$ cat config.mk
export PLATFORM = sky130hd
export DESIGN_NAME = cocktail_shaker_sorter_unit
export DESIGN_NICKNAME = d
export VERILOG_FILES = /design/src/rtl/css_pkg.sv /design/src/rtl/css_store.sv /design/src/rtl/css_step.sv /design/src/rtl/cocktail_shaker_sorter_unit.sv
export SDC_FILE = /design/constraint.sdc
export NUM_CORES = 2
export LEC_CHECK = 0
export BUFFER_PORTS_ARGS = -buffer_cell sky130_fd_sc_hd__buf_2
export CORE_UTILIZATION = 41
export DETAILED_ROUTE_END_ITERATION = 10
export PLACE_DENSITY = 0.53
export SETUP_SLACK_MARGIN = 0.05
export SKIP_CTS_REPAIR_TIMING = 1
export SLEW_MARGIN = 0
export SYNTH_ARGS = -nofsm -noshare
export SYNTH_HDL_FRONTEND = slang
export SYNTH_HIERARCHICAL = 1
export SYNTH_SLANG_ARGS = --single-unit
$ cat constraint.sdc
create_clock -name clk -period 6.4 [get_ports clk]
set_input_delay 1.28 -clock clk [delete_from_list [all_inputs] [get_ports clk]]
set_output_delay 1.28 -clock clk [all_outputs]
set_load 0.01 [all_outputs]
$ cat src/rtl/css_pkg.sv
`timescale 1ns / 1ps

package css_pkg;

	localparam int DEPTH      = 64;
	localparam int DATA_WIDTH = 32;
	localparam int IDX_W      = (DEPTH > 1) ? $clog2(DEPTH) : 1;
	localparam int CNT_W      = $clog2(DEPTH + 1);
	localparam int SWAP_W     = 11;
	localparam int MAX_SWAPS  = DEPTH * (DEPTH - 1) / 2;

	typedef struct packed {
		logic signed [DATA_WIDTH-1:0] value;
		logic                         last;
	} item_t;

	typedef struct packed {
		logic signed [DATA_WIDTH-1:0] sorted_value;
		logic                         last_res;
		logic [SWAP_W-1:0]            swap_count;
		logic                         overflow;
	} result_t;

	// Pass direction: forward bubbles the maximum up, backward sinks the minimum.
	typedef enum logic {
		DIR_FWD = 1'b0,
		DIR_BWD = 1'b1
	} dir_t;

	// Outcome of one compare-exchange step.
	typedef struct packed {
		logic                         swap;
		logic signed [DATA_WIDTH-1:0] put;
		logic signed [DATA_WIDTH-1:0] keep;
	} step_t;

endpackage

$ cat src/rtl/css_store.sv
`timescale 1ns / 1ps

module css_store import css_pkg::*; (
	input  logic                         clk,
	input  logic                         we,
	input  logic [IDX_W-1:0]             waddr,
	input  logic signed [DATA_WIDTH-1:0] wdata,
	input  logic [IDX_W-1:0]             raddr,
	output logic signed [DATA_WIDTH-1:0] rdata
);

	logic signed [DATA_WIDTH-1:0] mem [DEPTH];

	always_ff @(posedge clk) begin
		if (we) begin
			mem[waddr] <= wdata;
		end
	end

	// Registered read port.
	always_ff @(posedge clk) begin
		rdata <= mem[raddr];
	end

endmodule

$ cat src/rtl/css_step.sv
`timescale 1ns / 1ps

module css_step import css_pkg::*; (
	input  dir_t                         dir,
	input  logic signed [DATA_WIDTH-1:0] carry,
	input  logic signed [DATA_WIDTH-1:0] peer,
	output step_t                        step
);

	logic greater;

	// Forward: carry sits left of peer. Backward: peer sits left of carry.
	always_comb begin
		case (dir)
			DIR_FWD: greater = carry > peer;
			DIR_BWD: greater = peer > carry;
			default: greater = 1'b0;
		endcase
		step.swap = greater;
		step.put  = greater ? peer : carry;
		step.keep = greater ? carry : peer;
	end

endmodule

$ cat src/rtl/cocktail_shaker_sorter_unit.sv
`timescale 1ns / 1ps
// Load: one beat per cycle while busy is low; the beat marked last starts the sort.
// Sort (n >= 2): one compare-exchange per cycle on a single comparator, a setup state
// (S_FIRST) before the first pass and a flush state (S_FLUSH) after each pass.
// Emit: one result beat per cycle on done, each in the cycle after its emit cycle;
// busy drops as the last beat leaves, and the receiver cannot stall them.
// Reset (arst_n low) clears all control state; the element store keeps no reset value.

module cocktail_shaker_sorter_unit import css_pkg::*; (
	input  logic    clk,
	input  logic    arst_n,
	input  logic    start,
	output logic    busy,
	input  item_t   item,
	output logic    done,
	output result_t result
);

	// One-hot sequencer.
	typedef enum logic [5:0] {
		S_LOAD   = 6'b000001,
		S_FIRST  = 6'b000010,
		S_CMP    = 6'b000100,
		S_FLUSH  = 6'b001000,
		S_EPRIME = 6'b010000,
		S_EMIT   = 6'b100000
	} state_t;

	state_t                       state_q;
	logic [CNT_W-1:0]             count_q;
	logic [SWAP_W-1:0]            swap_q;
	logic                         ovf_q;
	logic [IDX_W-1:0]             lb_q;
	logic [IDX_W-1:0]             hb_q;
	logic                         swapped_q;
	dir_t                         dir_q;
	logic [IDX_W-1:0]             ptr_q;
	logic [IDX_W-1:0]             cnt_q;
	logic [IDX_W-1:0]             eidx_q;
	logic                         done_q;
	logic signed [DATA_WIDTH-1:0] carry_q;
	logic signed [DATA_WIDTH-1:0] last_wr_q;
	result_t                      result_q;

	logic                         load_fire;
	logic                         full;
	logic [CNT_W-1:0]             n_next;
	logic [IDX_W-1:0]             hb_dec;
	logic [IDX_W-1:0]             lb_inc;
	logic                         pass_done;
	logic                         is_last;

	logic                         mem_we;
	logic [IDX_W-1:0]             mem_waddr;
	logic signed [DATA_WIDTH-1:0] mem_wdata;
	logic [IDX_W-1:0]             mem_raddr;
	logic signed [DATA_WIDTH-1:0] mem_rdata;
	step_t                        step;

	assign busy      = (state_q != S_LOAD);
	assign load_fire = start && !busy;
	assign full      = (count_q == CNT_W'(DEPTH));
	assign n_next    = full ? count_q : count_q + CNT_W'(1);
	assign hb_dec    = hb_q - IDX_W'(1);
	assign lb_inc    = lb_q + IDX_W'(1);
	assign is_last   = (CNT_W'(eidx_q) + CNT_W'(1)) == count_q;

	// Stop after a clean pass, or when the next pass would have no pairs left.
	always_comb begin
		case (dir_q)
			DIR_FWD: pass_done = !swapped_q || (hb_dec == lb_q);
			DIR_BWD: pass_done = !swapped_q || (hb_q == lb_inc);
			default: pass_done = 1'b1;
		endcase
	end

	// Element store: one write and one registered read per cycle.
	css_store u_store (
		.clk   (clk),
		.we    (mem_we),
		.waddr (mem_waddr),
		.wdata (mem_wdata),
		.raddr (mem_raddr),
		.rdata (mem_rdata)
	);

	// Shared comparator: the running carry against the freshly read neighbor.
	css_step u_step (
		.dir   (dir_q),
		.carry (carry_q),
		.peer  (mem_rdata),
		.step  (step)
	);

	// Memory port steering. During a pass the read runs two slots ahead of the
	// write, so a read never lands on the entry being written.
	always_comb begin
		mem_we    = 1'b0;
		mem_waddr = ptr_q;
		mem_wdata = step.put;
		mem_raddr = '0;
		case (state_q)
			S_LOAD: begin
				mem_we    = load_fire && !full;
				mem_waddr = count_q[IDX_W-1:0];
				mem_wdata = item.value;
			end
			S_FIRST: begin
				mem_raddr = IDX_W'(1);
			end
			S_CMP: begin
				mem_we    = 1'b1;
				mem_raddr = (dir_q == DIR_FWD) ? ptr_q + IDX_W'(2) : ptr_q - IDX_W'(2);
			end
			S_FLUSH: begin
				// Park the carry at the end of the window; prefetch the next pass.
				mem_we    = 1'b1;
				mem_wdata = carry_q;
				mem_raddr = (dir_q == DIR_FWD) ? hb_dec - IDX_W'(1) : lb_inc + IDX_W'(1);
			end
			S_EPRIME: begin
				mem_raddr = '0;
			end
			S_EMIT: begin
				mem_raddr = eidx_q + IDX_W'(1);
			end
			default: begin
				mem_we = 1'b0;
			end
		endcase
	end

	// Control state.
	always_ff @(posedge clk or negedge arst_n) begin
		if (!arst_n) begin
			state_q   <= S_LOAD;
			count_q   <= '0;
			swap_q    <= '0;
			ovf_q     <= 1'b0;
			lb_q      <= '0;
			hb_q      <= '0;
			swapped_q <= 1'b0;
			dir_q     <= DIR_FWD;
			ptr_q     <= '0;
			cnt_q     <= '0;
			eidx_q    <= '0;
			done_q    <= 1'b0;
		end else begin
			done_q <= (state_q == S_EMIT);
			case (state_q)
				S_LOAD: begin
					if (load_fire) begin
						// Store while there is room; otherwise drop the beat and flag it.
						if (!full) begin
							count_q <= count_q + CNT_W'(1);
						end else begin
							ovf_q <= 1'b1;
						end
						if (item.last) begin
							state_q <= (n_next >= CNT_W'(2)) ? S_FIRST : S_EPRIME;
						end
					end
				end
				S_FIRST: begin
					// Entry 0 is now in the read register; open the full window.
					lb_q      <= '0;
					hb_q      <= IDX_W'(count_q - CNT_W'(1));
					cnt_q     <= IDX_W'(count_q - CNT_W'(1));
					ptr_q     <= '0;
					dir_q     <= DIR_FWD;
					swapped_q <= 1'b0;
					state_q   <= S_CMP;
				end
				S_CMP: begin
					if (step.swap) begin
						swap_q    <= swap_q + SWAP_W'(1);
						swapped_q <= 1'b1;
					end
					ptr_q <= (dir_q == DIR_FWD) ? ptr_q + IDX_W'(1) : ptr_q - IDX_W'(1);
					cnt_q <= cnt_q - IDX_W'(1);
					if (cnt_q == IDX_W'(1)) begin
						state_q <= S_FLUSH;
					end
				end
				S_FLUSH: begin
					if (pass_done) begin
						state_q <= S_EPRIME;
					end else begin
						swapped_q <= 1'b0;
						state_q   <= S_CMP;
						if (dir_q == DIR_FWD) begin
							// Shrink the top of the window and turn downward.
							hb_q  <= hb_dec;
							dir_q <= DIR_BWD;
							ptr_q <= hb_dec;
							cnt_q <= hb_dec - lb_q;
						end else begin
							// Shrink the bottom of the window and turn upward.
							lb_q  <= lb_inc;
							dir_q <= DIR_FWD;
							ptr_q <= lb_inc;
							cnt_q <= hb_q - lb_inc;
						end
					end
				end
				S_EPRIME: begin
					eidx_q  <= '0;
					state_q <= S_EMIT;
				end
				S_EMIT: begin
					eidx_q <= eidx_q + IDX_W'(1);
					if (is_last) begin
						// Run complete: drop the run's totals and reopen for loading.
						count_q <= '0;
						swap_q  <= '0;
						ovf_q   <= 1'b0;
						state_q <= S_LOAD;
					end
				end
				default: begin
					state_q <= S_LOAD;
				end
			endcase
		end
	end

	// Datapath registers: no reset needed.
	always_ff @(posedge clk) begin
		case (state_q)
			S_FIRST: begin
				carry_q <= mem_rdata;
			end
			S_CMP: begin
				carry_q   <= step.keep;
				last_wr_q <= step.put;
			end
			S_FLUSH: begin
				// The last value written sits at the start of the next pass.
				carry_q <= last_wr_q;
			end
			default: begin
				carry_q <= carry_q;
			end
		endcase
		if (state_q == S_EMIT) begin
			result_q.sorted_value <= mem_rdata;
			result_q.last_res     <= is_last;
			result_q.swap_count   <= swap_q;
			result_q.overflow     <= ovf_q;
		end
	end

	assign done   = done_q;
	assign result = result_q;

`ifndef SYNTH
	a_done_from_emit: assert property (@(posedge clk) disable iff (!arst_n)
		done |-> $past(state_q == S_EMIT))
		else $error("result beat without an emit cycle");

	a_cmp_has_work: assert property (@(posedge clk) disable iff (!arst_n)
		(state_q == S_CMP) |-> (cnt_q != '0) && (lb_q < hb_q))
		else $error("compare step with an empty window");

	a_swap_bound: assert property (@(posedge clk) disable iff (!arst_n)
		swap_q <= SWAP_W'(MAX_SWAPS))
		else $error("swap count above the inversion limit");

	a_count_bound: assert property (@(posedge clk) disable iff (!arst_n)
		count_q <= CNT_W'(DEPTH))
		else $error("element count beyond store depth");

	a_emit_clears: assert property (@(posedge clk) disable iff (!arst_n)
		(state_q == S_EMIT) && is_last |=> (count_q == '0) && (swap_q == '0) && !ovf_q)
		else $error("run totals not cleared after last result");
`endif

endmodule

==> results.py <==
metrics = {
    "yosys": {
        "syn_inst": 4602,
        "syn_area_per_cell_um2": 19.7,
        "synth-compound-area-share": 0.0391,
        "synth_xor_area_frac": 0.00644,
        "ys_ff_latch": 2247,
        "synth_top_area_frac": 0.716,
        "synth_flop_cell": "edfxtp_1",
        "ys_seq_area_frac": 0.739,
        "synth_edf_count": 2157,
        "synthMuxAreaShare": 0.155,
        "syn_nets": 4700,
        "mappedNetlistArea_um2": 90500,
        "synth-async-reset-ratio": 0.0258,
        "synth_top_cell_by_area": "edfxtp_1",
        "yosysMostFrequentCell": "edfxtp_1",
        "synth.top_cells.by_count": "edfxtp_1, mux4_2, nand2_1",
        "yosys.area_share.adder": 0.00890,
        "synth_top_family_by_area": "multiplexers",
        "yosysWarnings": 6,
        "synthSimpleGateAreaFrac": 0.0348,
        "synth_top_cells_by_area": "edfxtp_1, mux4_2, mux2i_1, dfrtp_1, nand2_1",
        "yosysUniqueCellTypes": 86,
    },
    "floorplan": {
        "design.core.area_um2": 220000,
        "design.portCount": 83,
        "start_util": 0.412,
        "die_w_um": 472,
        "die_height_um": 472,
        "dieArea_um2": 223000,
        "row_count": 172,
    },
    "timing": {
        "finalHoldViolations": 0,
        "setup_viol": 0,
        "timing.final.crit_share": 0.846,
        "drv_slew": 0,
        "post-route-min-period_ps": 5420,
        "fin_skew_ps": 63.6,
        "worstMarginPinSlew_ps": 1340,
        "fmax_mhz": 185,
        "timing.setup.tns_ps": 0,
        "max-slew-margin-rel": 0.109,
        "rsz0062_at_grt": "false",
        "hold_ws_ps": 481,
    },
    "critical_path": {
        "path_class": "reg2reg",
        "startpoint_type": "register",
        "cp_max_fo": 65,
        "crit_arrival_ps": 6100,
        "required_ps": 7080,
        "crit_chain": "ha_1 > nand4_1 > nor4_1 > o21ai_0 > a31oi_2 > nor2_1 > mux2i_4 > buf_12 > mux2i_1 > o211ai_1 > nand2_1 > nand2_2 > buf_4",
        "cp_slowest_cell": "dfxtp_1",
        "cp-end-kind": "register",
        "critPathMaxStageDelay_ps": 890,
    },
    "power": {
        "switchingPower_w": 0.0129,
        "p_per_area_nw_per_um2": 414,
        "p_sw_frac": 0.300,
        "p_int_w": 0.0301,
        "seqPwrFrac": 0.474,
        "power.share.clock": 0.314,
        "p_leak_nw": 32.6,
        "comb_power_share": 0.212,
        "peakVddDrop_uv": 431,
    },
    "global_routing": {
        "grt_pass1_wl_mm": 376,
        "grt_max_degree": 78,
        "grt_pass1_vias": 47500,
        "grtUsageTotal": 0.241,
        "grt_overflow": 0,
        "antenna_found_initial": 17,
    },
    "cts": {
        "insertion_delay_ps": 900,
        "cts.sinks": 2247,
        "cts_buffer_depth": 3,
        "cts_root_buf": "clkbuf_16",
        "cts_buffers": 233,
        "cts_tree": "done",
        "htreeDepth": 4,
        "path_clk_slew_ps": 60,
    },
    "detailed_routing": {
        "wl_per_cell_um": 33.6,
        "first_iter_violations": 5387,
        "drt_pass1_iterations": 5,
        "dr_total_vias": 48000,
        "drc_errors": 0,
        "drt_wl_total_mm": 268,
        "viasPerCell": 6.02,
        "ant_nets": 0,
    },
    "placement": {
        "place.gp.congestion": 0.810,
        "io_buffer_count": 82,
        "place_hpwl_mm": 155,
        "postPlaceCellArea_um2": 96200,
    },
    "cells_and_area": {
        "final_area_um2": 104000,
        "synthToLayoutAreaGrowth_pct": 14.8,
        "drive_gt1_frac": 0.272,
        "nets": 4984,
        "post-route-util": 0.473,
    },
    "run": {
        "cap_violations": 0,
    },
    "status": {
        "outcome": "finished, final reports clean",
    },
    "hold_path": {
        "hold_path.class": "reg2reg",
    },
}
-- final cells by class --
| cell class | instances | area, um^2 |
|---|---|---|
| Timing Repair Buffer | 310 | 2750 |
| Sequential cell | 2247 | 66900 |
| Tap cell | 2871 | 3590 |
| Fill cell | 18200 | 116000 |
| Clock inverter | 135 | 1310 |
| Inverter | 57 | 214 |
| Clock buffer | 308 | 6320 |
| Antenna cell | 5 | 12.5 |
| Multi-Input combinational cell | 2037 | 22800 |
-- kinds of logic after synthesis --
family,count (synthesis)
AO/OA/AOI/OAI,493
flip-flops,2247
buffers and inverters,318
XOR/XNOR,65
adder cells (fa/ha/maj),62
AND/OR/NAND/NOR,696
multiplexers,721
-- critical path: cells and delay by family, from the launching register on --
family	cells	cell delay [ps]
muxes	2	360
AOI/OAI and AO/OA	3	850
and+or+nand+nor	5	1760
DFF	1	890
buffers and inverters	2	880
adders and majority gates	1	250
-- sequential cells by signal, indices dropped and copies added, names as in the netlist, 7 cells and up --
register and count:
carry_q 32, count_q 7, last_wr_q 32, result 45, swap_q 11, u_store/mem 2048
u_store/rdata 32
-- cell usage in the layout, fill, tap and decap left out, types with 82 or more instances in the layout --
cell type / count
mux4_2: 544
o22ai_1: 94
a21oi_1: 107
buf_2: 82
clkbuf_16: 235
buf_4: 178
mux2i_1: 164
nand2_1: 247
nor2_1: 124
nand3_1: 95
edfxtp_1: 2157
-- routing by layer --
metal	routed length [um]	GRT usage	vias up
li1	-	-	19600
met1	114000	0.342	26200
met2	130000	0.390	1905
met3	18700	0.0399	308
met4	5420	0.0547	2
met5	7	0	-
-- power by group through the flow --
stage	sequential, W	clock, W	combinational (W)
after detailed placement	0.0207	0	0.00915
after floorplan	0.0205	0	0.00528
after CTS	0.0204	0.0138	0.00915
after global routing	0.0205	0.0143	0.00978
final	0.0204	0.0135	0.00912
after global placement	0.0207	0	0.00899
-- stage by stage --
step           setup slack (ps)  total power [W]  cells
2_1_floorplan              1410           0.0258   4602
4_1_cts                     967           0.0433   7964
3_3_place_gp               1140           0.0297   7521
3_5_place_dp                993           0.0299   7521
5_1_grt                     875           0.0446   7966
6_report                    984           0.0431   7970
-- path summary, 6_finish.rpt --
kind                                           start                          end  slack [ps]  cells past startpoint
min                                ovf_q$_DFFE_PN0P_          result[0]$_DFFE_PP_         480                      0
max reg2reg                u_store/rdata[15]$_DFF_P_  u_store/mem[2][5]$_DFFE_PP_         980                     13
min in group asynchronous                     arst_n         cnt_q[3]$_DFFE_PN0P_         590                      2
max                        u_store/rdata[15]$_DFF_P_  u_store/mem[2][5]$_DFFE_PP_         980                     13
min reg2reg                        ovf_q$_DFFE_PN0P_          result[0]$_DFFE_PP_         480                      0
max in group asynchronous                     arst_n            dir_q$_DFFE_PN0P_        5190                      2
(Power assumes the default switching activity.)
